`config.mk`:
```
export PLATFORM = sky130hd
export DESIGN_NAME = echo_width_average_distance_bands
export DESIGN_NICKNAME = d
export VERILOG_FILES = /design/src/rtl/ewadb_pkg.sv /design/src/rtl/echo_width_average_distance_bands.sv /design/src/rtl/ewadb_cell.sv /design/src/rtl/ewadb_div.sv /design/src/rtl/ewadb_classify.sv
export SDC_FILE = /design/constraint.sdc
export NUM_CORES = 1
export LEC_CHECK = 0
export BUFFER_PORTS_ARGS = -buffer_cell sky130_fd_sc_hd__buf_2
export CAP_MARGIN = 10
export CORE_AREA = 2 2 147 257
export DETAILED_ROUTE_END_ITERATION = 12
export DIE_AREA = 0 0 149 259
export MAX_ROUTING_LAYER = met4
export PLACE_DENSITY = 0.74
export SLEW_MARGIN = 20
export SYNTH_ARGS = -nofsm -noshare
export SYNTH_HDL_FRONTEND = slang
export SYNTH_SLANG_ARGS = --single-unit
```
`constraint.sdc`:
```
create_clock -name clk_i -period 5.7 [get_ports clk_i]
set_input_delay 0.57 -clock clk_i [delete_from_list [all_inputs] [get_ports clk_i]]
set_output_delay 0.57 -clock clk_i [all_outputs]
set_load 0.02 [all_outputs]
```
`src/rtl/ewadb_pkg.sv`:
```
// shared types, constants and helpers for the echo width average distance bands block
package ewadb_pkg;

  localparam int SampleW = 16;
  localparam int CodeW   = 3;
  localparam int CmW     = 8;
  localparam int LimitW  = 14;
  localparam int CfgIdxW = 2;
  localparam int FixedBands = 7;

  localparam logic [5:0] UsPerCm = 6'd58;

  // fixed option b limits in us, largest first
  localparam logic [LimitW-1:0] FixedLimits [FixedBands] = '{
    14'd2320, 14'd2030, 14'd1740, 14'd1450, 14'd1160, 14'd870, 14'd580
  };

  localparam logic [CodeW-1:0] CodeOuter  = 3'd4;
  localparam logic [CodeW-1:0] CodeMiddle = 3'd6;
  localparam logic [CodeW-1:0] CodeInner  = 3'd7;
  localparam logic [CodeW-1:0] CodeNone   = 3'd0;

  typedef enum logic [CfgIdxW-1:0] {
    REG_BAND_MODE = 2'd0,
    REG_OUTER     = 2'd1,
    REG_MIDDLE    = 2'd2,
    REG_INNER     = 2'd3
  } cfg_reg_e;

  typedef struct packed {
    logic              band_mode;
    logic [LimitW-1:0] outer_lim;
    logic [LimitW-1:0] middle_lim;
    logic [LimitW-1:0] inner_lim;
  } band_cfg_t;

  function automatic logic [LimitW-1:0] cm_to_us(input logic [CmW-1:0] cm);
    cm_to_us = LimitW'(cm) * LimitW'(UsPerCm);
  endfunction

endpackage

```
`src/rtl/echo_width_average_distance_bands.sv`:
```
// top level: moving average of echo widths and distance band classification
// Each beat on the input stream carries one echo width in microseconds and
// produces exactly one output beat with the distance code and the window
// average, in order. The last WINDOW_LENGTH widths sit in a row of cells that
// shift one place per accepted beat (all zero after reset, so early averages
// include the zero padding), and a running sum subtracts the cell that falls
// off the end and adds the new sample. The average is the truncated quotient
// of that sum by WINDOW_LENGTH, done as a registered reciprocal multiply.
// One beat is taken every clock cycle unless the whole pipeline holds, which it
// does while an output beat is waiting and tready is low; each beat passes
// through the registered sum, multiply and classify-into-output stages. Band mode 1
// compares the average with three limits given in cm (scaled by 58 us/cm when
// written); band mode 0 uses seven fixed limits 5 cm apart from 10 to 40 cm
// (eight bands). The user must write configuration through the plain write
// port only while no beat is in flight; the block itself does not enforce it.
module echo_width_average_distance_bands #(
  parameter int WINDOW_LENGTH = 10
) (
  input  logic        clk_i,
  input  logic        rst_ni,
  // input stream
  input  logic        s_axis_tvalid,
  output logic        s_axis_tready,
  input  logic [15:0] s_axis_tdata,   // [15:0] echo_width_us
  // output stream
  output logic        m_axis_tvalid,
  input  logic        m_axis_tready,
  output logic [23:0] m_axis_tdata,   // [2:0] distance_code, [18:3] filtered_width_us
  // configuration write port
  input  logic        cfg_we_i,
  input  logic [1:0]  cfg_index_i,
  input  logic [7:0]  cfg_wdata_i
);

  localparam int SampleW = ewadb_pkg::SampleW;
  localparam int SumW    = SampleW + $clog2(WINDOW_LENGTH);

  // pipeline control
  logic advance;
  logic accept;
  logic v1_q;
  logic v2_q;
  logic out_v_q;

  assign advance       = !out_v_q || m_axis_tready;
  assign accept        = s_axis_tvalid && advance;
  assign s_axis_tready = advance;

  always_ff @(posedge clk_i or negedge rst_ni) begin
    if (!rst_ni) begin
      v1_q    <= 1'b0;
      v2_q    <= 1'b0;
      out_v_q <= 1'b0;
    end else if (advance) begin
      v1_q    <= accept;
      v2_q    <= v1_q;
      out_v_q <= v2_q;
    end
  end

  // configuration registers, limits kept already scaled to us
  ewadb_pkg::band_cfg_t cfg_q;
  ewadb_pkg::band_cfg_t cfg_d;

  always_comb begin
    cfg_d = cfg_q;
    if (cfg_we_i) begin
      unique case (ewadb_pkg::cfg_reg_e'(cfg_index_i))
        ewadb_pkg::REG_BAND_MODE: cfg_d.band_mode  = cfg_wdata_i[0];
        ewadb_pkg::REG_OUTER:     cfg_d.outer_lim  = ewadb_pkg::cm_to_us(cfg_wdata_i);
        ewadb_pkg::REG_MIDDLE:    cfg_d.middle_lim = ewadb_pkg::cm_to_us(cfg_wdata_i);
        ewadb_pkg::REG_INNER:     cfg_d.inner_lim  = ewadb_pkg::cm_to_us(cfg_wdata_i);
        default:                  cfg_d = cfg_q;
      endcase
    end
  end

  always_ff @(posedge clk_i or negedge rst_ni) begin
    if (!rst_ni) begin
      cfg_q.band_mode  <= 1'b1;
      cfg_q.outer_lim  <= ewadb_pkg::cm_to_us(8'd20);
      cfg_q.middle_lim <= ewadb_pkg::cm_to_us(8'd15);
      cfg_q.inner_lim  <= ewadb_pkg::cm_to_us(8'd10);
    end else begin
      cfg_q <= cfg_d;
    end
  end

  // window: chain of cells, newest at cell 0
  logic [SampleW-1:0] cell_q [WINDOW_LENGTH];

  for (genvar k = 0; k < WINDOW_LENGTH; k++) begin : g_cell
    if (k == 0) begin : g_head
      ewadb_cell u_cell (
        .clk_i (clk_i),
        .rst_ni(rst_ni),
        .en_i  (accept),
        .d_i   (s_axis_tdata[SampleW-1:0]),
        .q_o   (cell_q[k])
      );
    end else begin : g_body
      ewadb_cell u_cell (
        .clk_i (clk_i),
        .rst_ni(rst_ni),
        .en_i  (accept),
        .d_i   (cell_q[k-1]),
        .q_o   (cell_q[k])
      );
    end
  end

  // running sum: drop the oldest, add the newest
  logic [SumW-1:0] sum_q;
  logic [SumW-1:0] sum_d;

  always_comb begin
    sum_d = sum_q;
    if (accept) begin
      sum_d = sum_q - SumW'(cell_q[WINDOW_LENGTH-1]) + SumW'(s_axis_tdata[SampleW-1:0]);
    end
  end

  always_ff @(posedge clk_i or negedge rst_ni) begin
    if (!rst_ni) begin
      sum_q <= '0;
    end else begin
      sum_q <= sum_d;
    end
  end

  // average
  logic [SampleW-1:0] avg;

  ewadb_div #(
    .WINDOW_LENGTH(WINDOW_LENGTH)
  ) u_div (
    .clk_i(clk_i),
    .en_i (advance && v1_q),
    .sum_i(sum_q),
    .avg_o(avg)
  );

  // classification into the output register
  logic [ewadb_pkg::CodeW-1:0] code;
  logic [ewadb_pkg::CodeW-1:0] code_q;
  logic [SampleW-1:0]          width_q;

  ewadb_classify u_classify (
    .cfg_i (cfg_q),
    .avg_i (avg),
    .code_o(code)
  );

  always_ff @(posedge clk_i) begin
    if (advance && v2_q) begin
      code_q  <= code;
      width_q <= avg;
    end
  end

  assign m_axis_tvalid = out_v_q;
  assign m_axis_tdata  = {5'b0, width_q, code_q};

endmodule

```
`src/rtl/ewadb_cell.sv`:
```
// one window cell: holds a sample and hands it to the next cell on each beat
module ewadb_cell (
  input  logic                           clk_i,
  input  logic                           rst_ni,
  input  logic                           en_i,
  input  logic [ewadb_pkg::SampleW-1:0]  d_i,
  output logic [ewadb_pkg::SampleW-1:0]  q_o
);

  logic [ewadb_pkg::SampleW-1:0] data_q;
  logic [ewadb_pkg::SampleW-1:0] data_d;

  always_comb begin
    data_d = en_i ? d_i : data_q;
  end

  always_ff @(posedge clk_i or negedge rst_ni) begin
    if (!rst_ni) begin
      data_q <= '0;
    end else begin
      data_q <= data_d;
    end
  end

  assign q_o = data_q;

endmodule

```
`src/rtl/ewadb_div.sv`:
```
// divide the window sum by the window length through a registered reciprocal multiply
module ewadb_div #(
  parameter int WINDOW_LENGTH = 10
) (
  input  logic                                                    clk_i,
  input  logic                                                    en_i,
  input  logic [ewadb_pkg::SampleW+$clog2(WINDOW_LENGTH)-1:0]     sum_i,
  output logic [ewadb_pkg::SampleW-1:0]                           avg_o
);

  localparam int SumW  = ewadb_pkg::SampleW + $clog2(WINDOW_LENGTH);
  localparam int Shift = SumW + $clog2(WINDOW_LENGTH);
  localparam int ProdW = 2 * SumW + 1;
  // ceil(2^Shift / length) gives an exact floor for every sum below 2^SumW
  localparam logic [SumW:0] Recip = (SumW + 1)'(
    ((64'd1 << Shift) + 64'(WINDOW_LENGTH) - 64'd1) / 64'(WINDOW_LENGTH));

  logic [ProdW-1:0] prod_q;
  logic [ProdW-1:0] prod_d;

  always_comb begin
    prod_d = en_i ? (ProdW'(sum_i) * ProdW'(Recip)) : prod_q;
  end

  always_ff @(posedge clk_i) begin
    prod_q <= prod_d;
  end

  assign avg_o = prod_q[Shift +: ewadb_pkg::SampleW];

endmodule

```
`src/rtl/ewadb_classify.sv`:
```
// map an averaged echo width to the 3-bit distance code
module ewadb_classify (
  input  ewadb_pkg::band_cfg_t              cfg_i,
  input  logic [ewadb_pkg::SampleW-1:0]     avg_i,
  output logic [ewadb_pkg::CodeW-1:0]       code_o
);

  logic [ewadb_pkg::CodeW-1:0] three_code;
  logic [ewadb_pkg::CodeW-1:0] eight_code;
  logic below_o;
  logic below_m;
  logic below_i;

  always_comb begin
    below_o = avg_i < ewadb_pkg::SampleW'(cfg_i.outer_lim);
    below_m = avg_i < ewadb_pkg::SampleW'(cfg_i.middle_lim);
    below_i = avg_i < ewadb_pkg::SampleW'(cfg_i.inner_lim);
    // tested in priority order, so misordered limits fall through as given
    if (below_o && !below_m) begin
      three_code = ewadb_pkg::CodeOuter;
    end else if (below_m && !below_i) begin
      three_code = ewadb_pkg::CodeMiddle;
    end else if (below_i) begin
      three_code = ewadb_pkg::CodeInner;
    end else begin
      three_code = ewadb_pkg::CodeNone;
    end
  end

  // count of fixed limits above the average
  always_comb begin
    eight_code = '0;
    for (int k = 0; k < ewadb_pkg::FixedBands; k++) begin
      if (avg_i < ewadb_pkg::SampleW'(ewadb_pkg::FixedLimits[k])) begin
        eight_code = eight_code + ewadb_pkg::CodeW'(1);
      end
    end
  end

  assign code_o = cfg_i.band_mode ? three_code : eight_code;

endmodule

```
==> results of run 1 <==
## synth_stat cells (all sizes together), types with 4 or more instances
cell     number
a2111oi       5
o211ai        5
edfxtp       35
xnor2        28
dfstp        13
nand3        16
xor2         32
nor2         26
fa          157
a21o         47
nand2       521
clkbuf       48
o21bai        7
or2           6
ha          284
and3          5
nand3b        5
a21oi        45
a31oi         4
a211oi        7
nand4         8
o31ai         8
buf           6
nor4          8
o21a          5
mux2         18
dfrtp       210
inv         329
o21ai        83
nor3         17
and2         16
nand2b       13
## final timing paths
path                                   from                              to  slack, ns  cells after the start
min reg2reg                u_div.prod_q[24]                      width_q[0]       0.44                      0
max                               sum_q[16]                u_div.prod_q[38]      -0.17                     19
max reg2reg                       sum_q[16]                u_div.prod_q[38]      -0.17                     19
min in group clk_i          s_axis_tdata[0]  g_cell[0].g_head.u_cell.q_o[0]       0.26                      3
max in group asynchronous            rst_ni                        sum_q[2]       4.46                      2
min                                  rst_ni  g_cell[4].g_body.u_cell.q_o[2]       0.04                      1
## sequential cells by signal (all words and copies together), names as in the netlist
name / flops
g_cell.g_body.u_cell.q_o: 144
cfg_q: 40
sum_q: 20
g_cell.g_head.u_cell.q_o: 16
u_div.prod_q: 16
width_q: 16
code_q: 3
m_axis_tvalid: 1
v1_q: 1
v2_q: 1
## per-stage QoR
step,utilization [%],hold slack (ns),instances
finish,64.0,0.0417,2754
global route,64.0,0.153,2754
CTS,63.8,0.116,2750
detailed placement,59.8,0.419,2685
global placement,59.8,0.417,2685
floorplan,-,0.274,2067
## worst reg2reg max path, delay by kind of cell, from the launching register on
| kind | cells | cell delay [ns] |
|---|---|---|
| buf+inv | 6 | 0.50 |
| xor+xnor | 1 | 0.13 |
| compound gates | 4 | 1.13 |
| flops | 1 | 0.46 |
| fa+ha+maj | 8 | 3.38 |
## final cells by class
| class | instances | area (sq um) |
|---|---|---|
| inverter | 329 | 1230 |
| tap | 475 | 594 |
| multi-input combinational | 1426 | 12400 |
| clock buffer | 36 | 782 |
| timing repair buffer | 219 | 1560 |
| clock inverter | 11 | 129 |
| fill | 3043 | 13200 |
| sequential | 258 | 6670 |
## layer usage
| layer | vias to the layer above | share of wire (%) | GRT usage [%] |
|---|---|---|---|
| met3 | 148 | 2.2 | 2.27 |
| li1 | 7001 | - | - |
| met4 | 0 | 7.4 | 17.1 |
| met2 | 267 | 56 | 52.4 |
| met5 | - | 0 | - |
| met1 | 7095 | 34 | 26.1 |
## repair_timing
action	CTS	global route
setup endpoints to repair	14	16
setup buffers	19	7
resized for setup	72	15
cloned	0	0
pin swaps	69	31
## layout by cell type (no fill, tap or decap), drive strengths merged, types with 3 or more instances in the layout
| cell | Yosys | final |
|---|---|---|
| dfstp | 13 | 13 |
| buf | 6 | 219 |
| o31a | 3 | 3 |
| conb | 1 | 5 |
| clkbuf | 48 | 36 |
| clkinv | 0 | 4 |
| a21oi | 45 | 45 |
| a21o | 47 | 47 |
| ha | 284 | 284 |
| nor3 | 17 | 17 |
| edfxtp | 35 | 35 |
| o211ai | 5 | 5 |
| nand3 | 16 | 16 |
| nand4 | 8 | 8 |
| nor4 | 8 | 8 |
| or4 | 3 | 3 |
| and2 | 16 | 16 |
| o21ai | 83 | 83 |
| nand2b | 13 | 13 |
| a2111oi | 5 | 5 |
| nand3b | 5 | 5 |
| o21a | 5 | 5 |
| a211oi | 7 | 7 |
| mux2 | 18 | 18 |
| and3 | 5 | 5 |
| xor2 | 32 | 32 |
| or2 | 6 | 6 |
| inv | 329 | 332 |
| fa | 157 | 157 |
| and4 | 3 | 3 |
| o31ai | 8 | 8 |
| a211o | 3 | 3 |
| or3 | 3 | 3 |
| o21bai | 7 | 7 |
| dfrtp | 210 | 210 |
| xnor2 | 28 | 28 |
| a31oi | 4 | 4 |
| nand2 | 521 | 521 |
| nor2 | 26 | 26 |
## cell families (layout without fill, tap and decap cells)
kind of cell / Yosys count / after routing / share of synthesized area [%]
multiplexers: 20 / 20 / 1.12
adder cells (fa/ha/maj): 441 / 441 / 33.6
buffers and inverters: 383 / 595 / 7.31
AND/OR/NAND/NOR: 655 / 655 / 13.7
XOR/XNOR: 61 / 61 / 2.79
other: 1 / 5 / 0.0188
flip-flops: 258 / 258 / 33.4
AO/OA/AOI/OAI: 244 / 244 / 8.12
==> results.yml, run 1 <==
run_status:
  outcome: "finished, violations left"
  failed_checks: "negative setup slack"
sta:
  max_slew.worst_pin.slew_ns: 0.943
  layout_min_cycle_time_ns: 5.87
  period_share_pct: 103
  fin_skew_ns: 0.0199
  hold_violations: 0
  rsz0062_at_grt: "yes"
  max-slew-margin-rel_pct: 37.1
  max_freq_mhz: 170
  setup-tns-final_ns: -0.836
  finalSetupViolCount: 10
  final_max_slew_viol_count: 0
  layout_setup_ws_ns: -0.166
synth:
  synth_top_area_cell: "sky130_fd_sc_hd__dfrtp_1"
  yosysSeqAreaShare_pct: 33.4
  synth_cell_types: 70
  synth-edff-count: 35
  synth_seq_cells: 258
  synth_top_area_share_pct: 26.4
  syn-cell-area_sq_um: 19900
  synth.area.top_cells: "sky130_fd_sc_hd__dfrtp_1, sky130_fd_sc_hd__ha_1, sky130_fd_sc_hd__fa_1, sky130_fd_sc_hd__nand2_1, sky130_fd_sc_hd__inv_1"
  async_reset_ff_share_pct: 86.4
  post_synth_inst_count: 2063
  synth_area_per_cell_sq_um: 9.66
  yosysWarnings: 0
  dominantRegCellSynth: "sky130_fd_sc_hd__dfrtp_1"
placed_design:
  dpl_cell_area_sq_um: 21800
  port_buffer_count: 51
  dp_hpwl_um: 40100
  pre_cts_ws_ns: -0.462
  globalplace.congestion: 1.01
grt:
  grt_antenna_before_repair: 0
  globalRouteTotalUtil_pct: 27.5
  grt_pass1_wl_um: 79600
  grt_pass1_vias: 15681
  pin_count_of_the_biggest_net_entering_global_routing: 118
  globalRoute.totalOverflow: 0
drt:
  drt_iter0_drc: 435
  ant_nets: 0
  per_cell_routed_wire_length_um: 18.0
  post-route-drc-count: 0
  vias: 14511
  vias_per_cell: 5.27
  detailedRoute.firstPassIterationCount: 4
  routed_wirelength_um: 49600
worst_setup_path:
  crit_fanout: 4
  critical_path_buf_inv_count: 6
  timing.critical_path.required_ns: 6.01
  crit_arrival_ns: 6.17
  cp-end-kind: "register"
  startpoint_type: "register"
  timing.critical_path.slowest_cell_delay_ns: 0.54
  timing.critical_path.mode_cell: "sky130_fd_sc_hd__fa_1"
  worst_path_max_delay_cell: "sky130_fd_sc_hd__fa_1"
  worstPathCellList: "ha_4 -> fa_1 -> ha_1 -> inv_1 -> fa_1 -> inv_1 -> fa_1 -> fa_1 -> inv_1 -> fa_1 -> inv_1 -> ha_1 -> buf_4 -> a2111oi_4 -> a31oi_4 -> a2111oi_4 -> o21bai_1 -> buf_4 -> xor2_1"
  cp_top_family: "adder cells"
  worstSetupPathType: "reg2reg"
die:
  boundaryPins: 57
  die-width_um: 149
  core_region_area_sq_um: 36500
  core.rowCount: 93
  die_height_um: 259
  initial_core_utilization_pct: 54.5
  design.die.area_sq_um: 38600
clock_tree:
  clkTransAtPathRegs_ns: 0.07
  tritoncts_clock_tree: "yes"
  clkLatencyLatePin_ns: 0.56
  root_buffer: "sky130_fd_sc_hd__clkbuf_16"
  clock_sinks: 258
  cts_inserted_buffers: 26
  max_clock_buf_depth: 3
  htreeDepth: 1
  hold_buffers: 0
layout:
  drive_above_1_share_pct: 17.7
  final_design_area_no_fill_sq_um: 23400
  num-nets-final: 2732
  area_delta_synth_final_pct: 17.4
  diodes: 0
job:
  max-cap-violations: 0
hold_path:
  holdCritPathClass: "in2async"
Power of run 1 is not shown: default switching activity piles up to over one toggle a cycle in this logic, so the estimate is an artifact.
==> run 2: changes to the inputs <==
--- a/config.mk
+++ b/config.mk
@@ -12,6 +12,7 @@
 export DIE_AREA = 0 0 149 259
 export MAX_ROUTING_LAYER = met4
 export PLACE_DENSITY = 0.74
+export REMOVE_ABC_BUFFERS = 1
 export SLEW_MARGIN = 20
 export SYNTH_ARGS = -nofsm -noshare
 export SYNTH_HDL_FRONTEND = slang
==> results.yml, run 2 (same netlist as run 1, synthesis figures left out) <==
placed_design:
  port_buffer_count: 51
  globalplace.congestion: 0.991
  dp_hpwl_um: 38600
worst_setup_path:
  timing.critical_path.required_ns: 6.01
  worstSetupPathType: "reg2reg"
  cp-end-kind: "register"
  crit_fanout: 3
  startpoint_type: "register"
  crit_arrival_ns: 6.09
sta:
  final_max_slew_viol_count: 0
  max_slew.worst_pin.slew_ns: 0.932
  fin_skew_ns: 0.0167
  finalSetupViolCount: 5
  hold_violations: 0
  rsz0062_at_grt: "yes"
  max_freq_mhz: 173
  layout_setup_ws_ns: -0.0798
  period_share_pct: 101
  max-slew-margin-rel_pct: 37.9
  layout_min_cycle_time_ns: 5.78
  setup-tns-final_ns: -0.134
job:
  max-cap-violations: 0
clock_tree:
  tritoncts_clock_tree: "yes"
  clock_sinks: 258
  cts_inserted_buffers: 25
  root_buffer: "sky130_fd_sc_hd__clkbuf_16"
  clkLatencyLatePin_ns: 0.56
  htreeDepth: 1
  max_clock_buf_depth: 3
  clkTransAtPathRegs_ns: 0.07
drt:
  ant_nets: 0
  vias: 14635
  vias_per_cell: 5.33
  routed_wirelength_um: 48700
  detailedRoute.firstPassIterationCount: 5
  post-route-drc-count: 0
  drt_iter0_drc: 536
  per_cell_routed_wire_length_um: 17.7
die:
  die_height_um: 259
  design.die.area_sq_um: 38600
  die-width_um: 149
  core.rowCount: 93
  core_region_area_sq_um: 36500
  initial_core_utilization_pct: 54.5
  boundaryPins: 57
grt:
  globalRoute.totalOverflow: 0
  grt_antenna_before_repair: 0
  grt_pass1_wl_um: 78100
  grt_pass1_vias: 15425
  pin_count_of_the_biggest_net_entering_global_routing: 118
  globalRouteTotalUtil_pct: 26.8
run_status:
  outcome: "finished, violations left"
  failed_checks: "negative setup slack"
hold_path:
  holdCritPathClass: "in2async"
layout:
  flip_flop_count_of_the_largest_register_all_copies_and_words_added: 144
  mostFrequentLayoutCells: "sky130_fd_sc_hd__nand2_1, sky130_fd_sc_hd__inv_1, sky130_fd_sc_hd__ha_1"
  drive_above_1_share_pct: 19.0
  diodes: 0
  num-nets-final: 2726
  leading_cell_type_in_the_layout_fill_and_taps_excluded: "sky130_fd_sc_hd__nand2_1"
  area_delta_synth_final_pct: 17.9
==> run 2: changes by cell type in the layout (fill, tap and decap cells not counted), moves of 6 or more <==
cell                    before  now
sky130_fd_sc_hd__buf_4     164  154
sky130_fd_sc_hd__buf_6       2    8
sky130_fd_sc_hd__fa_1      153  146
sky130_fd_sc_hd__fa_2        4   11
sky130_fd_sc_hd__ha_1      252  238
sky130_fd_sc_hd__ha_4       28   41
sky130_fd_sc_hd__inv_1     318  309
sky130_fd_sc_hd__inv_2      11   18
==> run 2: per-layer routing <==
metal | share of wire (%) | vias up | track usage, %
li1 | - | 6996 | -
met1 | 33 | 7179 | 25.5
met2 | 56 | 310 | 51.0
met3 | 2.6 | 150 | 2.34
met4 | 7.4 | 0 | 16.4
met5 | 0 | - | -
==> run 2: final cells by class <==
type / count / area, sq um
Timing Repair Buffer: 214 / 1530
Multi-Input combinational cell: 1426 / 12600
Clock buffer: 30 / 677
Sequential cell: 258 / 6660
Fill cell: 2986 / 13000
Tap cell: 475 / 594
Clock inverter: 16 / 163
Inverter: 329 / 1240
==> run 2: final timing paths <==
path | slack, ns | depth (start not counted) | end | start
max | -0.08 | 20 | u_div.prod_q[39] | sum_q[16]
min | 0.09 | 1 | g_cell[3].g_body.u_cell.q_o[5] | rst_ni
max reg2reg | -0.08 | 20 | u_div.prod_q[39] | sum_q[16]
min reg2reg | 0.42 | 0 | width_q[0] | u_div.prod_q[24]
max in group asynchronous | 4.21 | 2 | sum_q[3] | rst_ni
min in group clk_i | 0.26 | 3 | g_cell[0].g_head.u_cell.q_o[0] | s_axis_tdata[0]
==> run 2: stage by stage <==
step                hold slack (ns)  area (sq um)  utilization [%]  instances  setup WS (ns)
finish                       0.0853         23500             64.3       2748        -0.0798
global route                  0.137         23500             64.3       2748         -0.259
CTS                           0.112         23300             63.8       2743         -0.101
detailed placement            0.405         21700             59.3       2681         -0.658
global placement              0.406         21700             59.3       2681         -0.575
floorplan                     0.274         19700                -       2013         -0.244
==> run 2: timing repair <==
| action | 4_1_cts | 5_1_grt |
|---|---|---|
| setup endpoints to repair | 16 | 15 |
| endpoints found under the hold margin | 0 | 0 |
| pin swaps | 116 | 34 |
| setup buffers | 17 | 6 |
| cloned | 0 | 0 |
| hold buffers | 0 | 0 |
| gates resized for setup | 119 | 32 |
==> run 2: worst max-delay path, stage by stage, from the launching register on <==
cell and delay, ns:
sky130_fd_sc_hd__dfrtp_1 0.41, sky130_fd_sc_hd__buf_6 0.14, sky130_fd_sc_hd__ha_4 0.26, sky130_fd_sc_hd__fa_1 0.45
sky130_fd_sc_hd__ha_1 0.32, sky130_fd_sc_hd__inv_2 0.04, sky130_fd_sc_hd__fa_1 0.49, sky130_fd_sc_hd__inv_2 0.05
sky130_fd_sc_hd__fa_2 0.47, sky130_fd_sc_hd__fa_1 0.53, sky130_fd_sc_hd__inv_2 0.04, sky130_fd_sc_hd__fa_1 0.51
sky130_fd_sc_hd__inv_2 0.05, sky130_fd_sc_hd__ha_4 0.23, sky130_fd_sc_hd__buf_6 0.12, sky130_fd_sc_hd__a2111oi_4 0.39
sky130_fd_sc_hd__a31oi_4 0.18, sky130_fd_sc_hd__a2111oi_4 0.48, sky130_fd_sc_hd__o21bai_2 0.13, sky130_fd_sc_hd__a21oi_2 0.17
sky130_fd_sc_hd__xnor2_1 0.08
Power of run 2 is left out for the same reason.
